## src/design/kbs_pkg.sv

```systemverilog
// ----------------------------------------------------------------------------
// Kinematic bicycle step package
// Shared Q16.16 types, constants and saturating arithmetic helpers.
// ----------------------------------------------------------------------------
package kbs_pkg;

  typedef logic signed [31:0] q_t;

  typedef struct packed {
    q_t pos_x;
    q_t pos_y;
    q_t heading;
    q_t speed;
    q_t accel;
    q_t steer;
  } kbs_state_t;

  typedef struct packed {
    q_t jerk;
    q_t steer_rate;
  } kbs_ctrl_t;

  typedef enum logic [1:0] {
    CFG_MODE      = 2'd0,
    CFG_TIME_STEP = 2'd1,
    CFG_INV_WB    = 2'd2
  } kbs_cfg_idx_e;

  localparam int KBS_SC_W      = 19;
  localparam int KBS_Z_W       = 20;
  localparam int KBS_WRAP_LAT  = 3;
  localparam int KBS_DIV_NW    = KBS_SC_W - 1 + 16;
  localparam int KBS_DIV_LAT   = KBS_DIV_NW + 2;

  localparam q_t KBS_Q_MAX = 32'sh7FFFFFFF;
  localparam q_t KBS_Q_MIN = 32'sh80000000;

  localparam logic signed [KBS_Z_W-1:0] KBS_PI      = 20'sd205887;
  localparam logic signed [KBS_Z_W-1:0] KBS_HALF_PI = 20'sd102944;
  localparam logic [18:0]               KBS_TWO_PI  = 19'd411775;
  localparam logic [33:0]               KBS_WRAP_OFS   = 34'd2148024287;
  localparam logic [21:0]               KBS_WRAP_RECIP = 22'd2670175;
  localparam logic signed [31:0]        KBS_CORDIC_GAIN = 32'sd652032874;

  function automatic logic signed [KBS_Z_W-1:0] kbs_atan(int i);
    logic signed [KBS_Z_W-1:0] r;
    case (i)
      0:  r = 20'sd51472;
      1:  r = 20'sd30386;
      2:  r = 20'sd16055;
      3:  r = 20'sd8150;
      4:  r = 20'sd4091;
      5:  r = 20'sd2047;
      6:  r = 20'sd1024;
      7:  r = 20'sd512;
      8:  r = 20'sd256;
      9:  r = 20'sd128;
      10: r = 20'sd64;
      11: r = 20'sd32;
      12: r = 20'sd16;
      13: r = 20'sd8;
      14: r = 20'sd4;
      15: r = 20'sd2;
      16: r = 20'sd1;
      default: r = '0;
    endcase
    return r;
  endfunction

  function automatic q_t kbs_qadd(q_t a, q_t b);
    logic signed [32:0] s;
    q_t r;
    s = 33'(a) + 33'(b);
    if (s > 33'sd2147483647) begin
      r = KBS_Q_MAX;
    end else if (s < -33'sd2147483648) begin
      r = KBS_Q_MIN;
    end else begin
      r = s[31:0];
    end
    return r;
  endfunction

  function automatic q_t kbs_qmul(q_t a, q_t b);
    logic signed [63:0] p;
    logic signed [47:0] h;
    q_t r;
    p = 64'(a) * 64'(b);
    h = p[63:16];
    if (h > 48'sd2147483647) begin
      r = KBS_Q_MAX;
    end else if (h < -48'sd2147483648) begin
      r = KBS_Q_MIN;
    end else begin
      r = h[31:0];
    end
    return r;
  endfunction

endpackage

```

## src/design/kbs_wrap.sv

```systemverilog
// ----------------------------------------------------------------------------
// Kinematic bicycle step angle wrap
// Three-stage reduction of a Q16.16 angle into [-pi, pi] by reciprocal multiply.
// ----------------------------------------------------------------------------
module kbs_wrap (
  input  logic        clk_i,
  input  logic        en_i,
  input  kbs_pkg::q_t a_i,
  output kbs_pkg::q_t w_o
);
  import kbs_pkg::*;

  logic [33:0] u34;
  logic [46:0] prod;
  logic [32:0] u1_q, u2_q;
  logic [46:0] prod_q;
  logic [33:0] qc_q;
  logic [33:0] r34;
  logic [KBS_Z_W-1:0] r20, r2;
  logic signed [KBS_Z_W-1:0] w_d;
  q_t w_q;

  assign u34  = {{2{a_i[31]}}, a_i} + KBS_WRAP_OFS;
  assign prod = 47'(u34[32:8]) * 47'(KBS_WRAP_RECIP);
  assign r34  = {1'b0, u2_q} - qc_q;
  assign r20  = r34[KBS_Z_W-1:0];
  assign r2   = (r20 >= 20'(KBS_TWO_PI)) ? r20 - 20'(KBS_TWO_PI) : r20;
  assign w_d  = $signed(r2) - KBS_PI;

  always_ff @(posedge clk_i) begin
    if (en_i) begin
      u1_q   <= u34[32:0];
      prod_q <= prod;
      u2_q   <= u1_q;
      qc_q   <= 34'(prod_q[46:32]) * 34'(KBS_TWO_PI);
      w_q    <= 32'(w_d);
    end
  end

  assign w_o = w_q;
endmodule

```

## config.mk

```make
export PLATFORM = sky130hd
export DESIGN_NAME = kbs_wrap
export DESIGN_NICKNAME = d
export VERILOG_FILES = /design/src/design/kbs_pkg.sv /design/src/design/kbs_wrap.sv
export SDC_FILE = /design/constraint.sdc
export NUM_CORES = 1
export LEC_CHECK = 0
export BUFFER_PORTS_ARGS = -buffer_cell sky130_fd_sc_hd__buf_2
export CORE_MARGIN = 3
export CORE_UTILIZATION = 45
export DETAILED_ROUTE_END_ITERATION = 12
export GPL_TIMING_DRIVEN = 0
export HOLD_SLACK_MARGIN = 0.03
export PLACE_DENSITY = 0.57
export SETUP_SLACK_MARGIN = 0.1
export SLEW_MARGIN = 25
export SYNTH_ARGS = -nofsm -noshare
export SYNTH_HDL_FRONTEND = slang
export SYNTH_SLANG_ARGS = --single-unit
export TNS_END_PERCENT = 30
```

## constraint.sdc

```tcl
create_clock -name clk_i -period 27 [get_ports clk_i]
set_input_delay 5.4 -clock clk_i [delete_from_list [all_inputs] [get_ports clk_i]]
set_output_delay 5.4 -clock clk_i [all_outputs]
set_load 0.01 [all_outputs]
```

==> results.sh, run 1 <==
export IMPL_status="completed"
export IMPL_htree_levels=3
export IMPL_critPathMaxFanout=7
export IMPL_synth_cells=1686
export IMPL_drt_wl_total_um=38100
export IMPL_grt_pass1_wl_um=63300
export IMPL_grt_max_degree=62
export IMPL_r2r_start="u2_q[0]"
export IMPL_synth_fp_nets=2264
export IMPL_synth_xor_area_share_pct=6.37
export IMPL_postLayoutCellArea_mm2=0.0187
export IMPL_cp_start_kind="input pin"
export IMPL_fmax_ghz=0.0628
export IMPL_max_slew_worst_pin_slew_ns=1.04
export IMPL_critical_path_top_cell_by_count="fa_1"
export IMPL_syn_to_final_growth_pct=7.62
export IMPL_syn_area_mm2=0.0174
export IMPL_clk_latency_ns=0.36
export IMPL_first_iter_violations=446
export IMPL_synth_edff_count=95
export IMPL_synth_cell_type_count=86
export IMPL_tns_ns=0
export IMPL_layout_commonest_cell="inv_1"
export IMPL_cp_slowest_stage_delay_ns=0.83
export IMPL_r2r_cells=25
export IMPL_max_slew_margin_rel_pct=29.9
export IMPL_numCtsBuffers=9
export IMPL_finalCritPeriodShare_pct=59.0
export IMPL_whs_ns=0.420
export IMPL_worstSetupPathType="input pin to register"
export IMPL_r2r_end="w_o[18]"
export IMPL_synth_compound_area_share_pct=9.57
export IMPL_path_clk_slew_ns=0.07
export IMPL_cp_end_kind="register"
export IMPL_drv_slew=0
export IMPL_muxShareOfSynthArea_pct=0.295
export IMPL_io_buffers=65
export IMPL_place_congestion=0.930
export IMPL_ios=66
export IMPL_firstDrtPassIters=5
export IMPL_overflow=0
export IMPL_root_buffer="clkbuf_16"
export IMPL_crit_path_top_delay_cell="a41oi_1"
export IMPL_ant_nets=0
export IMPL_critPathLaunch="a_i[0]"
export IMPL_rsz0062_at_grt="no"
export IMPL_final_cell_mix="399 x inv_1, 285 x ha_1, 259 x fa_1"
export IMPL_synthSimpleGateAreaFrac_pct=7.42
export IMPL_rrSetupSlack_ns=20.82
export IMPL_min_from="u1_q[11]"
export IMPL_ctsLongestPathBuffers=2
export IMPL_synth_top_family_by_area="adder cells"
export IMPL_critPathTopFamily="adder cells"
export IMPL_skew_ns=0.00709
export IMPL_post_drt_wl_per_cell_um=16.7
export IMPL_cts_resized=0
export IMPL_numClockSinks=95
export IMPL_min_to="u2_q[11]"
export IMPL_hold_depth=0
export IMPL_post_drt_via_cell_ratio=5.10
export IMPL_diodes=0
export IMPL_drive_gt1_share_pct=7.81
export IMPL_required_ns=27.11
export IMPL_maxCapViolCount=0
export IMPL_synthAdderAreaFrac_pct=50.4
export IMPL_ys_warn_count=0
export IMPL_final_nets=2341
export IMPL_grt_usage_pct=19.5
export IMPL_place_area_mm2=0.0184
export IMPL_worstPathArrival_ns=16.04
export IMPL_fin_crit_ns=15.93
export IMPL_dpl_hpwl_um=34000
export IMPL_die_area_mm2=0.0411
export IMPL_synth_ff_type="edfxtp_1"
export IMPL_avgSynthCellArea_um2=10.3
export IMPL_die_w_um=203
export IMPL_vias=11620
export IMPL_die_h_um=203
export IMPL_async_reset_ff_share_pct=0
export IMPL_postCtsSetupBuffers=0
export IMPL_ys_seq_area_share_pct=16.4
export IMPL_setup_violations=0
export IMPL_path_buf_inv=6
export IMPL_drc=0
export IMPL_n_fill_cell=3576
export IMPL_grt_pass1_vias=12473
export IMPL_antenna_found_initial=0
export IMPL_hold_viol_final=0
export IMPL_coreArea_mm2=0.0378
export IMPL_cts_hold_buf=0
export IMPL_rows=71
export IMPL_cts_tree="yes"
export IMPL_ys_ff_latch=95
export IMPL_hold_path_class="register to register"
export IMPL_start_util_pct=46.0
[cell type report]
| cell class | instances | area [um^2] | area share, % |
|---|---|---|---|
| clock inverters | 6 | 68.8 | 0.367 |
| well taps | 511 | 639 | 3.41 |
| inverters | 400 | 1500 | 8.02 |
| flip-flops and latches | 95 | 2850 | 15.2 |
| repair buffers | 66 | 359 | 1.92 |
| plain buffers | 27 | 168 | 0.895 |
| clock buffers | 10 | 229 | 1.22 |
| multi-input cells | 1164 | 12900 | 68.9 |
[cell usage after synthesis (3+ instances only)]
library cell | instances | area share [%]
edfxtp_1 | 95 | 16
ha_1 | 285 | 20
buf_2 | 5 | 0.14
xor2_1 | 36 | 1.8
fa_1 | 259 | 30
nand4_1 | 10 | 0.36
o22ai_1 | 5 | 0.18
and2_1 | 5 | 0.18
or4_1 | 5 | 0.22
nor2b_1 | 10 | 0.36
nor3_1 | 15 | 0.43
inv_1 | 399 | 8.6
o21bai_1 | 12 | 0.52
and3_1 | 12 | 0.43
o211ai_1 | 7 | 0.30
o21ai_1 | 5 | 0.14
nor2_1 | 51 | 1.1
a211o_1 | 6 | 0.30
buf_4 | 14 | 0.60
a31oi_1 | 12 | 0.43
nand2_1 | 61 | 1.3
nor4_1 | 3 | 0.11
o21ai_0 | 43 | 1.2
a2111oi_0 | 3 | 0.15
clkbuf_1 | 7 | 0.15
nand2b_1 | 15 | 0.54
or2_2 | 4 | 0.14
or3_1 | 12 | 0.43
mux2i_1 | 4 | 0.23
o31ai_1 | 5 | 0.22
nand3_1 | 26 | 0.75
o21a_1 | 3 | 0.13
a311o_1 | 3 | 0.17
a21o_1 | 18 | 0.78
a211oi_1 | 17 | 0.73
xnor2_1 | 85 | 4.3
o31a_1 | 3 | 0.15
o2111ai_1 | 3 | 0.15
a21oi_1 | 65 | 1.9
[flip-flops by register name (all words and copies together) (netlist names)]
| signal | cells |
|---|---|
| u1_q | 20 |
| prod_q | 15 |
| qc_q | 20 |
| w_o | 20 |
| u2_q | 20 |
[how the worst max path moves through the flow]
stage	end	cells past startpoint	slack [ns]
2_1_floorplan	prod_q[46]	34	12.91
3_3_place_gp	prod_q[46]	35	10.67
3_5_place_dp	prod_q[46]	35	10.63
4_1_cts	prod_q[46]	35	10.99
5_1_grt	prod_q[46]	35	10.54
6_report	prod_q[46]	35	11.07
[layer usage]
| layer | share of wire [%] | vias to the layer above | track usage [%] |
|---|---|---|---|
| met3 | 3.1 | 43 | 2.13 |
| li1 | - | 5690 | - |
| met1 | 44 | 5701 | 25.0 |
| met5 | 0 | - | 0 |
| met4 | 2.3 | 0 | 5.02 |
| met2 | 51 | 186 | 35.3 |
[kinds of logic after synthesis]
group | Yosys count
xor gates and xnor gates | 124
buffers and inverters | 427
DFF | 95
muxes | 5
AOI/OAI and AO/OA | 242
adders and majority gates | 545
and+or+nand+nor | 248
[stage by stage]
stage	std cells	worst slack (ns)	util (%)
floorplan	1686	12.91	-
global placement	2262	10.67	48.5
detailed placement	2263	10.63	48.7
CTS	2279	10.99	49.4
global route	2279	10.54	49.5
finish	2279	11.07	49.5
Power of run 1 is left out: the tool's default activity adds up to more than one toggle a clock period on the data nets, which glitch-free logic cannot reach.
==> run 2: changes to the inputs <==
--- a/config.mk
+++ b/config.mk
@@ -11,7 +11,7 @@
 export DETAILED_ROUTE_END_ITERATION = 12
 export GPL_TIMING_DRIVEN = 0
 export HOLD_SLACK_MARGIN = 0.03
-export PLACE_DENSITY = 0.57
+export PLACE_DENSITY = 0.59
 export SETUP_SLACK_MARGIN = 0.1
 export SLEW_MARGIN = 25
 export SYNTH_ARGS = -nofsm -noshare
==> constraint.sdc (replaced) <==
create_clock -name clk_i -period 13.9 [get_ports clk_i]
set_input_delay 2.78 -clock clk_i [delete_from_list [all_inputs] [get_ports clk_i]]
set_output_delay 2.78 -clock clk_i [all_outputs]
set_load 0.01 [all_outputs]
==> results.sh, run 2 (synthesized netlist as in run 1, its figures left out) <==
export IMPL_status="completed"
export IMPL_required_ns=14.00
export IMPL_fin_crit_ns=13.22
export IMPL_cts_hold_buf=0
export IMPL_ant_nets=0
export IMPL_drive_gt1_share_pct=7.81
export IMPL_die_area_mm2=0.0411
export IMPL_drt_wl_total_um=38100
export IMPL_coreArea_mm2=0.0378
export IMPL_hold_path_class="register to register"
export IMPL_critPathMaxFanout=6
export IMPL_htree_levels=3
export IMPL_stdcell_count=2279
export IMPL_ios=66
export IMPL_finalCritPeriodShare_pct=95.1
export IMPL_maxCapViolCount=0
export IMPL_clk_latency_ns=0.35
export IMPL_ctsLongestPathBuffers=2
export IMPL_final_cell_mix="399 x inv_1, 285 x ha_1, 259 x fa_1"
export IMPL_final_nets=2341
export IMPL_hold_viol_final=0
export IMPL_first_iter_violations=474
export IMPL_numCtsBuffers=9
export IMPL_drv_slew=0
export IMPL_grt_usage_pct=19.4
export IMPL_firstDrtPassIters=4
export IMPL_grt_max_degree=60
export IMPL_cp_start_kind="input pin"
export IMPL_antenna_found_initial=0
export IMPL_n_fill_cell=3547
export IMPL_post_drt_via_cell_ratio=5.13
export IMPL_rsz0062_at_grt="no"
export IMPL_path_clk_slew_ns=0.07
export IMPL_cts_tree="yes"
export IMPL_tns_ns=0
export IMPL_critical_path_top_cell_by_count="fa_1"
export IMPL_max_slew_margin_rel_pct=31.0
export IMPL_rows=71
export IMPL_place_area_mm2=0.0184
export IMPL_overflow=0
export IMPL_cp_slowest_stage_delay_ns=0.80
export IMPL_diodes=0
export IMPL_regArea_mm2=0.00285
export IMPL_syn_to_final_growth_pct=7.56
export IMPL_dpl_hpwl_um=33700
export IMPL_crit_path_top_delay_cell="a41oi_1"
export IMPL_postLayoutCellArea_mm2=0.0187
export IMPL_max_slew_worst_pin_slew_ns=1.01
export IMPL_grt_pass1_vias=12318
export IMPL_place_congestion=0.954
export IMPL_worstPathArrival_ns=13.33
export IMPL_drc=0
export IMPL_multi_input_area_mm2=0.0129
export IMPL_worstSetupPathType="input pin to register"
export IMPL_skew_ns=0.00801
export IMPL_setup_violations=0
export IMPL_grt_pass1_wl_um=62900
export IMPL_fmax_ghz=0.0756
export IMPL_die_h_um=203
export IMPL_vias=11699
export IMPL_numClockSinks=95
export IMPL_place_inst=2263
export IMPL_die_w_um=203
export IMPL_postCtsSetupBuffers=0
export IMPL_start_util_pct=46.0
export IMPL_io_buffers=65
export IMPL_cp_end_kind="register"
export IMPL_root_buffer="clkbuf_16"
export IMPL_post_drt_wl_per_cell_um=16.7
export IMPL_whs_ns=0.416
export IMPL_layout_commonest_cell="inv_1"
export IMPL_cts_resized=0
## run 2: final timing paths
| check | end | slack [ns] | cells past startpoint | from |
|---|---|---|---|---|
| min reg2reg | u2_q[8] | 0.42 | 0 | u1_q[8] |
| min | u2_q[8] | 0.42 | 0 | u1_q[8] |
| max | prod_q[46] | 0.68 | 35 | a_i[0] |
| max reg2reg | qc_q[19] | 7.75 | 23 | prod_q[36] |
## run 2: layout make-up
cell class | instances | area share (%)
plain buffers | 27 | 0.896
clock buffers | 10 | 1.22
clock inverters | 6 | 0.308
inverters | 400 | 8.02
multi-input cells | 1164 | 69.0
flip-flops and latches | 95 | 15.2
well taps | 511 | 3.42
repair buffers | 66 | 1.92
## run 2: critical path, delay by kind of cell
family	cells	cell delay [ns]
XOR/XNOR	2	0.72
adder cells (fa/ha/maj)	9	4.13
AND/OR/NAND/NOR	11	2.74
AO/OA/AOI/OAI	7	2.51
buffers and inverters	6	0.43
## run 2: layer usage
metal | GRT usage (%) | part of all wire [%] | wire [um] | vias to the layer above
met1 | 24.7 | 43 | 16400 | 5756
met2 | 35.1 | 52 | 19700 | 203
met4 | 5.02 | 2.3 | 888 | 0
li1 | - | - | - | 5692
met3 | 2.05 | 3.1 | 1180 | 48
met5 | 0 | 0 | 0 | -
## run 2: stage by stage
step / util [%] / setup slack (ns)
after floorplan: - / 2.43
after global placement: 48.5 / 0.327
after detailed placement: 48.6 / 0.265
after CTS: 49.4 / 0.635
after global routing: 49.5 / 0.126
final: 49.5 / 0.676
Power of run 2 is left out for the same reason.
==> run 3: changes to the inputs <==
--- a/config.mk
+++ b/config.mk
@@ -5,13 +5,13 @@
 export SDC_FILE = /design/constraint.sdc
 export NUM_CORES = 1
 export LEC_CHECK = 0
-export BUFFER_PORTS_ARGS = -buffer_cell sky130_fd_sc_hd__buf_2
 export CORE_MARGIN = 3
 export CORE_UTILIZATION = 45
 export DETAILED_ROUTE_END_ITERATION = 12
+export DONT_BUFFER_PORTS = 1
 export GPL_TIMING_DRIVEN = 0
 export HOLD_SLACK_MARGIN = 0.03
-export PLACE_DENSITY = 0.59
+export PLACE_DENSITY = 0.58
 export SETUP_SLACK_MARGIN = 0.1
 export SLEW_MARGIN = 25
 export SYNTH_ARGS = -nofsm -noshare
==> results.sh, run 3 (synthesized netlist as in run 1, its figures left out) <==
export IMPL_status="completed"
export IMPL_htree_levels=3
export IMPL_max_slew_worst_pin_slew_ns=0.950
export IMPL_drv_slew=0
export IMPL_ant_nets=0
export IMPL_fin_crit_ns=12.91
export IMPL_die_w_um=203
export IMPL_place_congestion=0.893
export IMPL_setup_violations=0
export IMPL_required_ns=14.00
export IMPL_final_nets=2275
export IMPL_final_cell_mix="399 x inv_1, 285 x ha_1, 259 x fa_1"
export IMPL_clk_latency_ns=0.35
export IMPL_path_clk_slew_ns=0.07
export IMPL_overflow=0
export IMPL_start_util_pct=46.0
export IMPL_numClockSinks=95
export IMPL_antenna_found_initial=0
export IMPL_skew_ns=0.00968
export IMPL_grt_pass1_wl_um=62900
export IMPL_grt_max_degree=96
export IMPL_hold_path_class="register to register"
export IMPL_io_buffers=0
export IMPL_die_h_um=203
export IMPL_regArea_mm2=0.00285
export IMPL_grt_pass1_vias=12462
export IMPL_cts_tree="yes"
export IMPL_tns_ns=0
export IMPL_preCtsSetupSlack_ns=0.231
export IMPL_vias=11434
export IMPL_hold_viol_final=0
export IMPL_cp_start_kind="input pin"
export IMPL_whs_ns=0.420
export IMPL_critical_path_top_cell_by_count="fa_1"
export IMPL_post_drt_wl_per_cell_um=17.0
export IMPL_ctsLongestPathBuffers=2
export IMPL_multi_input_area_mm2=0.0129
export IMPL_coreArea_mm2=0.0378
export IMPL_cp_slowest_stage_delay_ns=0.65
export IMPL_maxCapViolCount=0
export IMPL_fmax_ghz=0.0775
export IMPL_critPathMaxFanout=7
export IMPL_die_area_mm2=0.0411
export IMPL_worstSetupPathType="input pin to register"
export IMPL_final_setup_worst_slack_ns=0.994
export IMPL_rows=71
export IMPL_crit_path_top_delay_cell="xor2_1"
export IMPL_drive_gt1_share_pct=4.29
export IMPL_rsz0062_at_grt="no"
export IMPL_drt_wl_total_um=37600
export IMPL_n_fill_cell=3525
export IMPL_max_slew_margin_rel_pct=35.0
export IMPL_firstDrtPassIters=4
export IMPL_first_iter_violations=500
export IMPL_drc=0
export IMPL_finalCritPeriodShare_pct=92.8
export IMPL_layout_commonest_cell="inv_1"
export IMPL_ios=66
export IMPL_diodes=0
export IMPL_syn_to_final_growth_pct=5.51
export IMPL_post_drt_via_cell_ratio=5.17
export IMPL_root_buffer="clkbuf_16"
export IMPL_dpl_hpwl_um=33200
export IMPL_cp_end_kind="register"
export IMPL_grt_usage_pct=19.3
export IMPL_worstPathArrival_ns=13.00
export IMPL_numCtsBuffers=9
[run 3: layout make-up]
class                      instances  area share (%)
tap                              511            3.48
inverter                         400            8.18
clock inverter                     7           0.307
sequential                        95            15.5
buffer                            27           0.913
clock buffer                       9            1.23
multi-input combinational       1164            70.4
[run 3: per-layer routing]
metal / GRT usage (%) / routed length [um] / share of wire [%]
met1: 24.4 / 16300 / 43
met2: 34.9 / 19000 / 51
met3: 2.18 / 1110 / 2.9
met4: 6.01 / 1190 / 3.2
met5: 0 / 0 / 0
[run 3: critical path, delay by kind of cell]
family | cells | cell delay, ns
xor+xnor | 2 | 0.77
buf+inv | 5 | 0.33
simple gates | 11 | 2.67
fa+ha+maj | 9 | 4.17
compound gates | 7 | 2.26
[run 3: final timing paths]
check,cells past startpoint,slack [ns],from,end
setup / recovery,34,0.99,a_i[0],prod_q[46]
hold / removal,0,0.42,u1_q[13],u2_q[13]
setup reg to reg,25,7.74,u2_q[0],w_o[18]
hold reg to reg,0,0.42,u1_q[13],u2_q[13]
[run 3: timing repair]
| action | CTS | global route |
|---|---|---|
| gates resized for setup | 0 | 1 |
| setup endpoints to repair | 0 | 1 |
| hold endpoints to repair | 0 | 0 |
| buffers inserted | 0 | 0 |
| hold buffers | 0 | 0 |
[run 3: stage by stage]
stage	cells	cell area, um^2	util [%]
floorplan	1686	17400	-
global placement	2197	18000	47.7
detailed placement	2197	18100	47.7
CTS	2213	18300	48.4
global route	2213	18400	48.5
finish	2213	18400	48.5
Power of run 3 is left out for the same reason.
